===== src/rtl/dhp_isqrt.sv =====
module dhp_isqrt #(
    parameter int W     = 24,
    parameter int TAG_W = 21
) (
    input  logic             i_clk,
    input  logic             i_rst_n,
    input  logic             i_en,
    input  logic             i_vld,
    input  logic [2*W-1:0]   i_radicand,
    input  logic [TAG_W-1:0] i_tag,
    output logic             o_vld,
    output logic [W-1:0]     o_root,
    output logic [TAG_W-1:0] o_tag
);

    // One root bit is settled per stage, most significant first.
    localparam int RW = 2 * W;

    logic             r_vld [W];
    logic [RW-1:0]    r_rem [W];
    logic [RW-1:0]    r_res [W];
    logic [TAG_W-1:0] r_tag [W];

    genvar s;
    generate
        for (s = 0; s < W; s++) begin : g_stage
            localparam logic [RW-1:0] BIT = RW'(1) << (2 * (W - 1 - s));

            logic             vld_in;
            logic [RW-1:0]    rem_in;
            logic [RW-1:0]    res_in;
            logic [TAG_W-1:0] tag_in;
            logic [RW-1:0]    trial;
            logic             take;
            logic [RW-1:0]    n_rem;
            logic [RW-1:0]    n_res;

            if (s == 0) begin : g_first
                assign vld_in = i_vld;
                assign rem_in = i_radicand;
                assign res_in = '0;
                assign tag_in = i_tag;
            end else begin : g_next
                assign vld_in = r_vld[s-1];
                assign rem_in = r_rem[s-1];
                assign res_in = r_res[s-1];
                assign tag_in = r_tag[s-1];
            end

            // Subtract the trial term when it fits and set this root bit.
            always_comb begin
                trial = res_in + BIT;
                take  = (rem_in >= trial);
                n_rem = take ? (rem_in - trial) : rem_in;
                n_res = take ? ((res_in >> 1) + BIT) : (res_in >> 1);
            end

            always_ff @(posedge i_clk) begin
                if (!i_rst_n) begin
                    r_vld[s] <= 1'b0;
                end else if (i_en) begin
                    r_vld[s] <= vld_in;
                end
            end

            always_ff @(posedge i_clk) begin
                if (i_en) begin
                    r_rem[s] <= n_rem;
                    r_res[s] <= n_res;
                    r_tag[s] <= tag_in;
                end
            end
        end
    endgenerate

    assign o_vld  = r_vld[W-1];
    assign o_root = r_res[W-1][W-1:0];
    assign o_tag  = r_tag[W-1];

endmodule


===== config.mk =====
export PLATFORM = sky130hd
export DESIGN_NAME = dhp_isqrt
export DESIGN_NICKNAME = d
export VERILOG_FILES = /design/src/rtl/dhp_isqrt.sv
export SDC_FILE = /design/constraint.sdc
export NUM_CORES = 2
export LEC_CHECK = 0
export CAP_MARGIN = 30
export CORE_MARGIN = 3
export CORE_UTILIZATION = 26
export CTS_BUF_LIST = sky130_fd_sc_hd__clkbuf_16
export DETAILED_ROUTE_END_ITERATION = 16
export DONT_BUFFER_PORTS = 1
export SLEW_MARGIN = 30
export SYNTH_ARGS = -nofsm -noshare
export SYNTH_HDL_FRONTEND = slang
export SYNTH_SLANG_ARGS = --single-unit
export TNS_END_PERCENT = 5

===== constraint.sdc =====
create_clock -name i_clk -period 3.84 [get_ports i_clk]
set_input_delay 0.576 -clock i_clk [delete_from_list [all_inputs] [get_ports i_clk]]
set_output_delay 0.576 -clock i_clk [all_outputs]
set_load 0.1 [all_outputs]

==> impl_metrics.tcl <==
set metrics [dict create \
    status "finished clean" \
    synth-edff-count 1931 \
    ys.warnings.count 0 \
    setup_slack_ns 0.116 \
    hold_class "input pin to register" \
    syn_inst 5771 \
    vias 45200 \
    utilization_pct 30.4 \
    maxSlewHeadroom_pct 37.4 \
    pre_cts_ws_ns -2.77 \
    muxShareOfSynthArea_pct 0.556 \
    area.growth.synth_to_final_pct 16.4 \
    antenna_found_initial 0 \
    die_h_um 569 \
    holdWs_ns 0.102 \
    cts_buffers 205 \
    dpl_cell_area_um2 88400 \
    io_pins 119 \
    final_common_cell "edfxtp_1" \
    rows 206 \
    via_per_inst 4.34 \
    synthAdderAreaFrac_pct 4.89 \
    dieArea_um2 324000 \
    cp_max_fo 8 \
    synthSimpleGateAreaFrac_pct 9.61 \
    cp.required_ns 4.34 \
    synth.net_count 6166 \
    clkTransAtPathRegs_ns 0.06 \
    layout_common_cells "1,931 x edfxtp_1, 446 x inv_1, 378 x nand2_1" \
    wire_per_inst_um 14.0 \
    die_w_um 569 \
    p_per_area_nw_per_um2 560 \
    wl_met2_mm 74.8 \
    grt_max_degree 216 \
    grt_usage_pct 8.76 \
    routabilityCongestion 0.905 \
    fin_area_um2 95900 \
    max_freq_ghz 0.269 \
    yosysTopAreaCellShare_pct 70.4 \
    dp.cells 9952 \
    synthArstFlopShare_pct 0 \
    min_from "i_en" \
    syn_area_per_cell_um2 14.3 \
    htreeDepth 4 \
    fillers 30800 \
    top_layer "met4" \
    drv_cap 0 \
    finalClockSkew_ns 0.102 \
    met3_length_mm 6.03 \
    grt_pass1_vias 46500 \
    max-vdd-ir-drop_v 0.000379 \
    dp_hpwl_mm 99.4 \
    grt_pass1_wl_mm 236 \
    layout-drive-gt1-share_pct 7.93 \
    cts_sinks 1932 \
    crit_start "r_rem[21][6]$_DFFE_PP_" \
    drcViolationCount 0 \
    synth_compound_area_share_pct 7.29 \
    ant_nets 0 \
    cts_root_buffer "clkbuf_16" \
    synthXorXnorAreaFrac_pct 4.99 \
    synthDistinctLibCells 82 \
    drt_iter0_drc 2786 \
    synth_seq_area_share_pct 70.4 \
    overflow 0 \
    final-instance-count-excl-fill 10400 \
    cp-end-kind "register" \
    clk_latency_ns 0.87 \
    ys.flop_type "edfxtp_1" \
    dr.pass1.iters 6 \
    synth_area_leaders "edfxtp_1 70%, ha_1 4.9%, xor2_1 2.6%" \
    tightest_slew_ns 0.941 \
    antenna_cells 0 \
    arrival_ns 4.22 \
    synth.largest_area_cell "edfxtp_1" \
    finalHoldViolations 0 \
    core_um2 315000 \
    cts_tree "yes" \
    clockBufferDepth 4 \
    start_kind "register" \
    ys_ff_latch 1932 \
    leakagePower_nw 34.7 \
    crit_type "register to register" \
    synth_top_family_by_area "simple AND/OR/NAND/NOR gates" \
    rsz0062_at_grt "true" \
    netlist_area_um2 82400 \
    wl_met1_mm 58.5 \
    post-route-period-util_pct 97.0 \
    start_util_pct 26.1 \
    maxSlewViolCount 0 \
    io_buffer_count 0 \
    report.final.setup_viol 0 \
    min_period_ns 3.72 \
    r2r_start "r_rem[21][6]$_DFFE_PP_" \
    nets 6478 \
    wl_mm 146 \
]
==> metal layers <==
| layer | vias up | GRT usage [%] |
|---|---|---|
| met1 | 21400 | 9.56 |
| met5 | - | 0 |
| met2 | 942 | 16.2 |
| met4 | 0 | 4.18 |
| li1 | 22500 | - |
| met3 | 395 | 1.68 |
==> repair_timing <==
| action | in CTS | in global routing |
|---|---|---|
| gates resized for setup | 2 | 11 |
| setup endpoints to repair | 411 | 114 |
| pin swaps | 0 | 1 |
| hold buffers | 72 | 0 |
| buffers inserted | 0 | 0 |
| cloned | 10 | 1 |
| hold endpoints to repair | 207 | 0 |
==> logic make-up after synthesis <==
kind of cell | count (synthesis)
adder cells (fa/ha/maj) | 322
multiplexers | 42
AO/OA/AOI/OAI | 961
buffers and inverters | 488
XOR/XNOR | 469
flip-flops | 1932
AND/OR/NAND/NOR | 1557
==> critical path, stage by stage (launching register included) <==
cell and delay (ns):
edfxtp_1 0.41, ha_1 0.39, or2_2 0.30, a31oi_1 0.18, a21oi_1 0.12, a2111oi_1 0.52
buf_4 0.21, o221ai_1 0.26, nand2_1 0.21, o2111ai_2 0.34, nor4_2 0.35, xor2_1 0.11
==> path summary, 6_finish.rpt <==
kind,end,slack (ns),cells after the start
worst min-delay path,r_rem[3][43]$_DFFE_PP_,0.10,1
worst min register to register,r_tag[1][119]$_DFFE_PP_,0.37,0
worst max-delay path,r_rem[22][45]$_DFFE_PP_,0.12,11
worst max register to register,r_rem[22][45]$_DFFE_PP_,0.12,11
==> flip-flops by register name (all words and copies together), names as in the netlist <==
| signal | cells |
|---|---|
| r_rem | 1104 |
| r_vld | 24 |
| r_tag | 504 |
| r_res | 300 |
==> stage by stage <==
step,setup TNS [ns],power [mW]
after CTS,0,54.4
after global routing,-0.345,56.5
after detailed placement,-970.92,35.4
final,0,53.7
after global placement,-895.63,35.1
after floorplan,0,32.9
==> where the power goes <==
group	leakage, nW	internal (mW)	switching [mW]
Clock	3.30	10.7	7.85
Combinational	12.7	3.30	4.33
Sequential	18.7	26.0	1.51
==> final cells by class <==
type | count | area (µm²) | share of cell area (%)
clock inverters | 157 | 1110 | 1.16
clock buffers | 208 | 5200 | 5.43
repair buffers | 194 | 2260 | 2.35
well taps | 4160 | 5200 | 5.43
multi-input cells | 3351 | 22600 | 23.6
flip-flops and latches | 1932 | 58000 | 60.5
inverters | 399 | 1500 | 1.56
==> cell usage after synthesis (all sizes together), types with 40 or more instances <==
cell type and count:
ha 322, nor2 329, or3 56, nand2 378
inv 399, nand2b 62, nand3 67, a21oi 279
o21a 48, and3 41, xnor2 227, o21ai 262
xor2 242, nor3 167, a21o 109, nand4 76
nor4 187, edfxtp 1931, o31ai 40, clkbuf 80
(Power assumes the default switching activity.)
