$ cat src/rtl/dhp_pkg.sv
package dhp_pkg;

    // Field and register widths fixed by the interface.
    localparam int FS_W       = 24;
    localparam int DIM_REG_W  = 11;
    localparam int COORD_W    = 10;
    localparam int ADDR_W     = 20;
    localparam int CHAN_W     = 8;
    localparam int COLOUR_W   = 3 * CHAN_W;
    localparam int CFG_IDX_W  = 2;
    localparam int CFG_DATA_W = 24;

    // Output stream data: colour in the low bits, then the address, padded to bytes.
    localparam int OUT_DATA_W = ((COLOUR_W + ADDR_W + 7) / 8) * 8;

    // Largest frame dimension that the address arithmetic supports.
    localparam int MAX_DIM = 1024;
    localparam int DIM_W   = $clog2(MAX_DIM + 1);

    // Scale position: unsigned fixed point with ten fractional bits.
    localparam int LEVEL_FRAC = 10;
    localparam int LEVEL_W    = LEVEL_FRAC + 1;
    localparam int LEVEL_TOP  = 1 << LEVEL_FRAC;

    // Heat scale segments and the position within one segment.
    localparam int SEG_LSB  = 8;
    localparam int SEG_SPAN = 1 << SEG_LSB;
    localparam int FRAC_W   = SEG_LSB + 1;

    // Configuration register indexes.
    localparam logic [CFG_IDX_W-1:0] CFG_FULL_SCALE   = 2'd0;
    localparam logic [CFG_IDX_W-1:0] CFG_FRAME_WIDTH  = 2'd1;
    localparam logic [CFG_IDX_W-1:0] CFG_FRAME_HEIGHT = 2'd2;

    // Register values after reset.
    localparam logic [FS_W-1:0]      RST_FULL_SCALE   = 24'd65536;
    localparam logic [DIM_REG_W-1:0] RST_FRAME_WIDTH  = 11'd1024;
    localparam logic [DIM_REG_W-1:0] RST_FRAME_HEIGHT = 11'd1024;

    typedef enum logic [1:0] {
        SEG_BLUE,
        SEG_CYAN,
        SEG_YELLOW,
        SEG_RED
    } t_seg;

endpackage

$ cat src/rtl/dhp_scale.sv
module dhp_scale #(
    parameter int MAG_W = 24,
    parameter int TAG_W = 21
) (
    input  logic                        i_clk,
    input  logic                        i_rst_n,
    input  logic                        i_en,
    input  logic                        i_vld,
    input  logic [MAG_W-1:0]            i_mag,
    input  logic [dhp_pkg::FS_W-1:0]    i_full_scale,
    input  logic [TAG_W-1:0]            i_tag,
    output logic                        o_vld,
    output logic [dhp_pkg::LEVEL_W-1:0] o_level,
    output logic [TAG_W-1:0]            o_tag
);

    import dhp_pkg::*;

    // Stage zero checks for saturation; each later stage yields one quotient bit.
    localparam int CMP_W  = (MAG_W > FS_W) ? MAG_W : FS_W;
    localparam int NSTAGE = LEVEL_FRAC + 1;

    logic                  r_vld [NSTAGE];
    logic                  r_sat [NSTAGE];
    logic [FS_W-1:0]       r_rem [NSTAGE];
    logic [LEVEL_FRAC-1:0] r_q   [NSTAGE];
    logic [TAG_W-1:0]      r_tag [NSTAGE];

    genvar s;
    generate
        for (s = 0; s < NSTAGE; s++) begin : g_stage
            logic                  vld_in;
            logic [TAG_W-1:0]      tag_in;
            logic                  n_sat;
            logic [FS_W-1:0]       n_rem;
            logic [LEVEL_FRAC-1:0] n_q;

            if (s == 0) begin : g_first
                // A magnitude at or above full scale pins the level to the top.
                assign vld_in = i_vld;
                assign tag_in = i_tag;
                always_comb begin
                    n_sat = (CMP_W'(i_mag) >= CMP_W'(i_full_scale));
                    n_rem = FS_W'(i_mag);
                    n_q   = '0;
                end
            end else begin : g_next
                logic          sat_in;
                logic [FS_W:0] dbl;
                logic          take;

                assign vld_in = r_vld[s-1];
                assign sat_in = r_sat[s-1];
                assign tag_in = r_tag[s-1];

                // Restoring division step on a remainder kept below full scale.
                always_comb begin
                    dbl   = {r_rem[s-1], 1'b0};
                    take  = (dbl >= {1'b0, i_full_scale});
                    n_sat = sat_in;
                    n_rem = take ? FS_W'(dbl - {1'b0, i_full_scale}) : FS_W'(dbl);
                    n_q   = {r_q[s-1][LEVEL_FRAC-2:0], take};
                end
            end

            always_ff @(posedge i_clk) begin
                if (!i_rst_n) begin
                    r_vld[s] <= 1'b0;
                end else if (i_en) begin
                    r_vld[s] <= vld_in;
                end
            end

            always_ff @(posedge i_clk) begin
                if (i_en) begin
                    r_sat[s] <= n_sat;
                    r_rem[s] <= n_rem;
                    r_q[s]   <= n_q;
                    r_tag[s] <= tag_in;
                end
            end
        end
    endgenerate

    assign o_vld   = r_vld[NSTAGE-1];
    assign o_level = r_sat[NSTAGE-1] ? LEVEL_W'(LEVEL_TOP) : {1'b0, r_q[NSTAGE-1]};
    assign o_tag   = r_tag[NSTAGE-1];

endmodule

$ cat config.mk
export PLATFORM = sky130hd
export DESIGN_NAME = dhp_scale
export DESIGN_NICKNAME = d
export VERILOG_FILES = /design/src/rtl/dhp_pkg.sv /design/src/rtl/dhp_scale.sv
export SDC_FILE = /design/constraint.sdc
export NUM_CORES = 1
export LEC_CHECK = 0
export ABC_AREA = 0
export BUFFER_PORTS_ARGS = -buffer_cell sky130_fd_sc_hd__buf_2
export CAP_MARGIN = 20
export CORE_MARGIN = 1.5
export CORE_UTILIZATION = 35
export DETAILED_ROUTE_END_ITERATION = 10
export SYNTH_ARGS = -nofsm -noshare
export SYNTH_HDL_FRONTEND = slang
export SYNTH_SLANG_ARGS = --single-unit
export TNS_END_PERCENT = 5
$ cat constraint.sdc
create_clock -name i_clk -period 4 [get_ports i_clk]
set_input_delay 0.4 -clock i_clk [delete_from_list [all_inputs] [get_ports i_clk]]
set_output_delay 0.4 -clock i_clk [all_outputs]
set_load 0.02 [all_outputs]
==> results.yml <==
power_and_ir_drop:
  vdd_drop_max_v: 0.000327
  p_leak_nw: 14.4
  p_switching_w: 0.00922
  internal_power_w: 0.0170
  clkPwrFrac_pct: 22.0
  switching_share_pct: 35.2
  power_density_mw_per_mm2: 718
  p_comb_share_pct: 43.7
  seq_power_share_pct: 34.3
final_layout:
  layout_common_cells: "edfxtp_1 (547), ha_1 (263), a21oi_1 (184)"
  drive_above_1_share_pct: 15.2
  nNetsFinal: 3196
  multi_input_area_mm2: 0.0143
  final_cells: 4062
  regArea_mm2: 0.0164
  num_antenna_cells: 0
  final_common_cell: "edfxtp_1"
  area_delta_synth_final_pct: 16.2
  fillCellCount: 8391
routing:
  drtPass1Iterations: 8
  drc: 3
  postRouteAntennaNets: 0
  wl_um: 75400
  vias: 21367
  drt_iter0_drc: 1593
  wire_per_inst_um: 18.6
  via_per_inst: 5.26
clock_tree:
  cts_buffers: 67
  htree_num_levels: 3
  cts_setup_buffers: 0
  cts_root_buf: "clkbuf_16"
  clk_path_buf_depth: 3
  cts_resized: 0
  cts_sinks: 548
  hold_buffers: 45
  cts_tree: "yes"
  clk_pin_slew_worst_paths_ns: 0.06
  clk_latency_ns: 0.60
timing:
  holdWs_ns: 0.138
  fin_crit_ns: 3.36
  slew_viol_final: 0
  clock_skew_ns: 0.0314
  slew_headroom_pct: 33.6
  rsz0062_at_grt: "no"
  timing.final.crit_share_pct: 84.1
  finalHoldViolCount: 0
  tightest_slew_ns: 0.995
  max_freq_ghz: 0.297
  setup_viol: 0
  setup_tns_ns: 0
placement:
  dp.cells: 3902
  port_buffers: 105
  dp_hpwl_um: 53000
  gp_congestion: 0.888
yosys:
  synth_fp_nets: 2960
  synth_cells: 2615
  yosysWarnings: 0
  synthArstFlopShare_pct: 0
  ys_ff_latch: 548
  syn-cell-area_mm2: 0.0314
  ys_types: 100
  ys_seq_area_share_pct: 52.3
  synth_ff_type: "edfxtp_1"
  synth_edf_count: 547
  avgSynthCellArea_um2: 12.0
setup_path:
  end_kind: "flip-flop"
  cp_slowest_cell: "edfxtp_1"
  start_kind: "flip-flop"
  crit_top_cell: "a21oi_1"
  critPathMaxStageDelay_ns: 0.41
  arrival_ns: 3.71
  path_cells: "ha_1, a21oi_1, nor2_1, a211oi_1, o21ai_0, o211ai_1, a21oi_1, nor2_2, buf_12, mux2_2"
  criticalPathCategory: "reg -> reg"
  critical-path-top-delay-family: "compound AO/OA/AOI/OAI gates"
  path_max_fanout: 23
  cp.required_ns: 4.35
  worst-path-buf-inv: 1
flow_run:
  maxCapViolations: 0
floorplanning:
  die_x_um: 303
  die-area_mm2: 0.0916
  io_pins: 106
  coreArea_mm2: 0.0886
  rows: 109
  fp.dieH_um: 303
  start_util_pct: 35.5
grt:
  grt_usage_pct: 16.3
  grt_pass1_wl_um: 116000
  grt_max_degree: 86
  grt_pass1_vias: 20533
  grt_overflow_total: 0
  antenna_found_initial: 0
worst_hold_path:
  hold_path.class: "in -> reg"
outcome:
  status: "finished with violations"
  violations: "DRC"
==> metal layers <==
layer | up-vias | part of all wire (%) | wire (um) | track usage, %
met5 | - | 0 | 0 | 0
met3 | 115 | 4.8 | 3630 | 2.59
met1 | 10225 | 45 | 33800 | 21.6
li1 | 10574 | - | - | -
met2 | 453 | 48 | 35900 | 27.3
met4 | 0 | 2.7 | 2030 | 5.35
==> power groups by stage <==
stage | sequential (W) | combinational, W | clock (W)
after CTS | 0.00900 | 0.0114 | 0.00597
after global placement | 0.00912 | 0.0112 | 0
after floorplan | 0.00873 | 0.00889 | 0
final | 0.00900 | 0.0114 | 0.00576
after detailed placement | 0.00911 | 0.0113 | 0
after global routing | 0.00911 | 0.0126 | 0.00618
==> kinds of logic after synthesis <==
logic type,count (synthesis),share of synthesized area (%)
simple gates,652,10.4
xor+xnor,147,4.10
fa+ha+maj,272,11.0
buf+inv,146,2.07
compound gates,728,15.7
mux,122,4.42
flops,548,52.3
==> synth_stat cells, types with 10 or more instances <==
master,instances,area [um^2]
o21a_1,51,383
nand2_1,166,623
o21ai_0,138,691
ha_1,263,3290
a211oi_1,23,173
a21oi_1,184,921
inv_1,80,300
mux2_2,97,1090
a21o_1,124,931
mux2i_1,14,140
nor2b_1,44,275
a21oi_2,11,96.3
xor2_1,61,534
nand4_1,38,238
clkbuf_1,39,146
or3_1,14,87.6
or2_2,13,81.3
o211ai_1,15,113
o21bai_1,14,105
a21boi_0,10,75.1
and2_1,11,68.8
nand3_1,38,190
buf_2,11,55.1
nand3b_1,11,82.6
and3_1,40,250
a31oi_1,25,156
o31ai_1,19,143
nor2_1,162,608
edfxtp_1,547,16400
and4_1,14,123
xnor2_1,86,753
nand2b_1,27,169
o31a_1,11,96.3
nor3_1,45,225
==> flip-flops by register name, indices dropped and copies added, names as in the netlist <==
signal,count
r_tag,231
r_rem,240
r_q,55
r_sat,11
r_vld,11
==> final timing paths <==
path,from,to,slack (ns),depth (start not counted)
max,r_rem[7][5],r_rem[8][5],0.64,10
min,i_vld,r_vld[0],0.14,2
max reg2reg,r_rem[7][5],r_rem[8][5],0.64,10
min reg2reg,r_q[8][4],r_q[9][5],0.40,0
==> cell type report <==
type	count	share of cell area (%)
inverters	83	0.860
flip-flops and latches	548	45.1
well taps	1165	3.99
clock inverters	33	0.847
clock buffers	82	4.81
repair buffers	230	5.19
multi-input cells	1921	39.3
==> per-stage QoR <==
| stage | worst slack, ns | power, W | utilization, % | cell area (um^2) |
|---|---|---|---|---|
| finish | 0.636 | 0.0262 | 41.2 | 36500 |
| CTS | 0.690 | 0.0264 | 41.2 | 36500 |
| global placement | 0.163 | 0.0203 | 38.3 | 34000 |
| floorplan | 0.874 | 0.0176 | - | 31400 |
| detailed placement | 0.126 | 0.0204 | 38.3 | 34000 |
| global route | 0.456 | 0.0279 | 41.2 | 36500 |
Power figures use the tool's default switching activity.
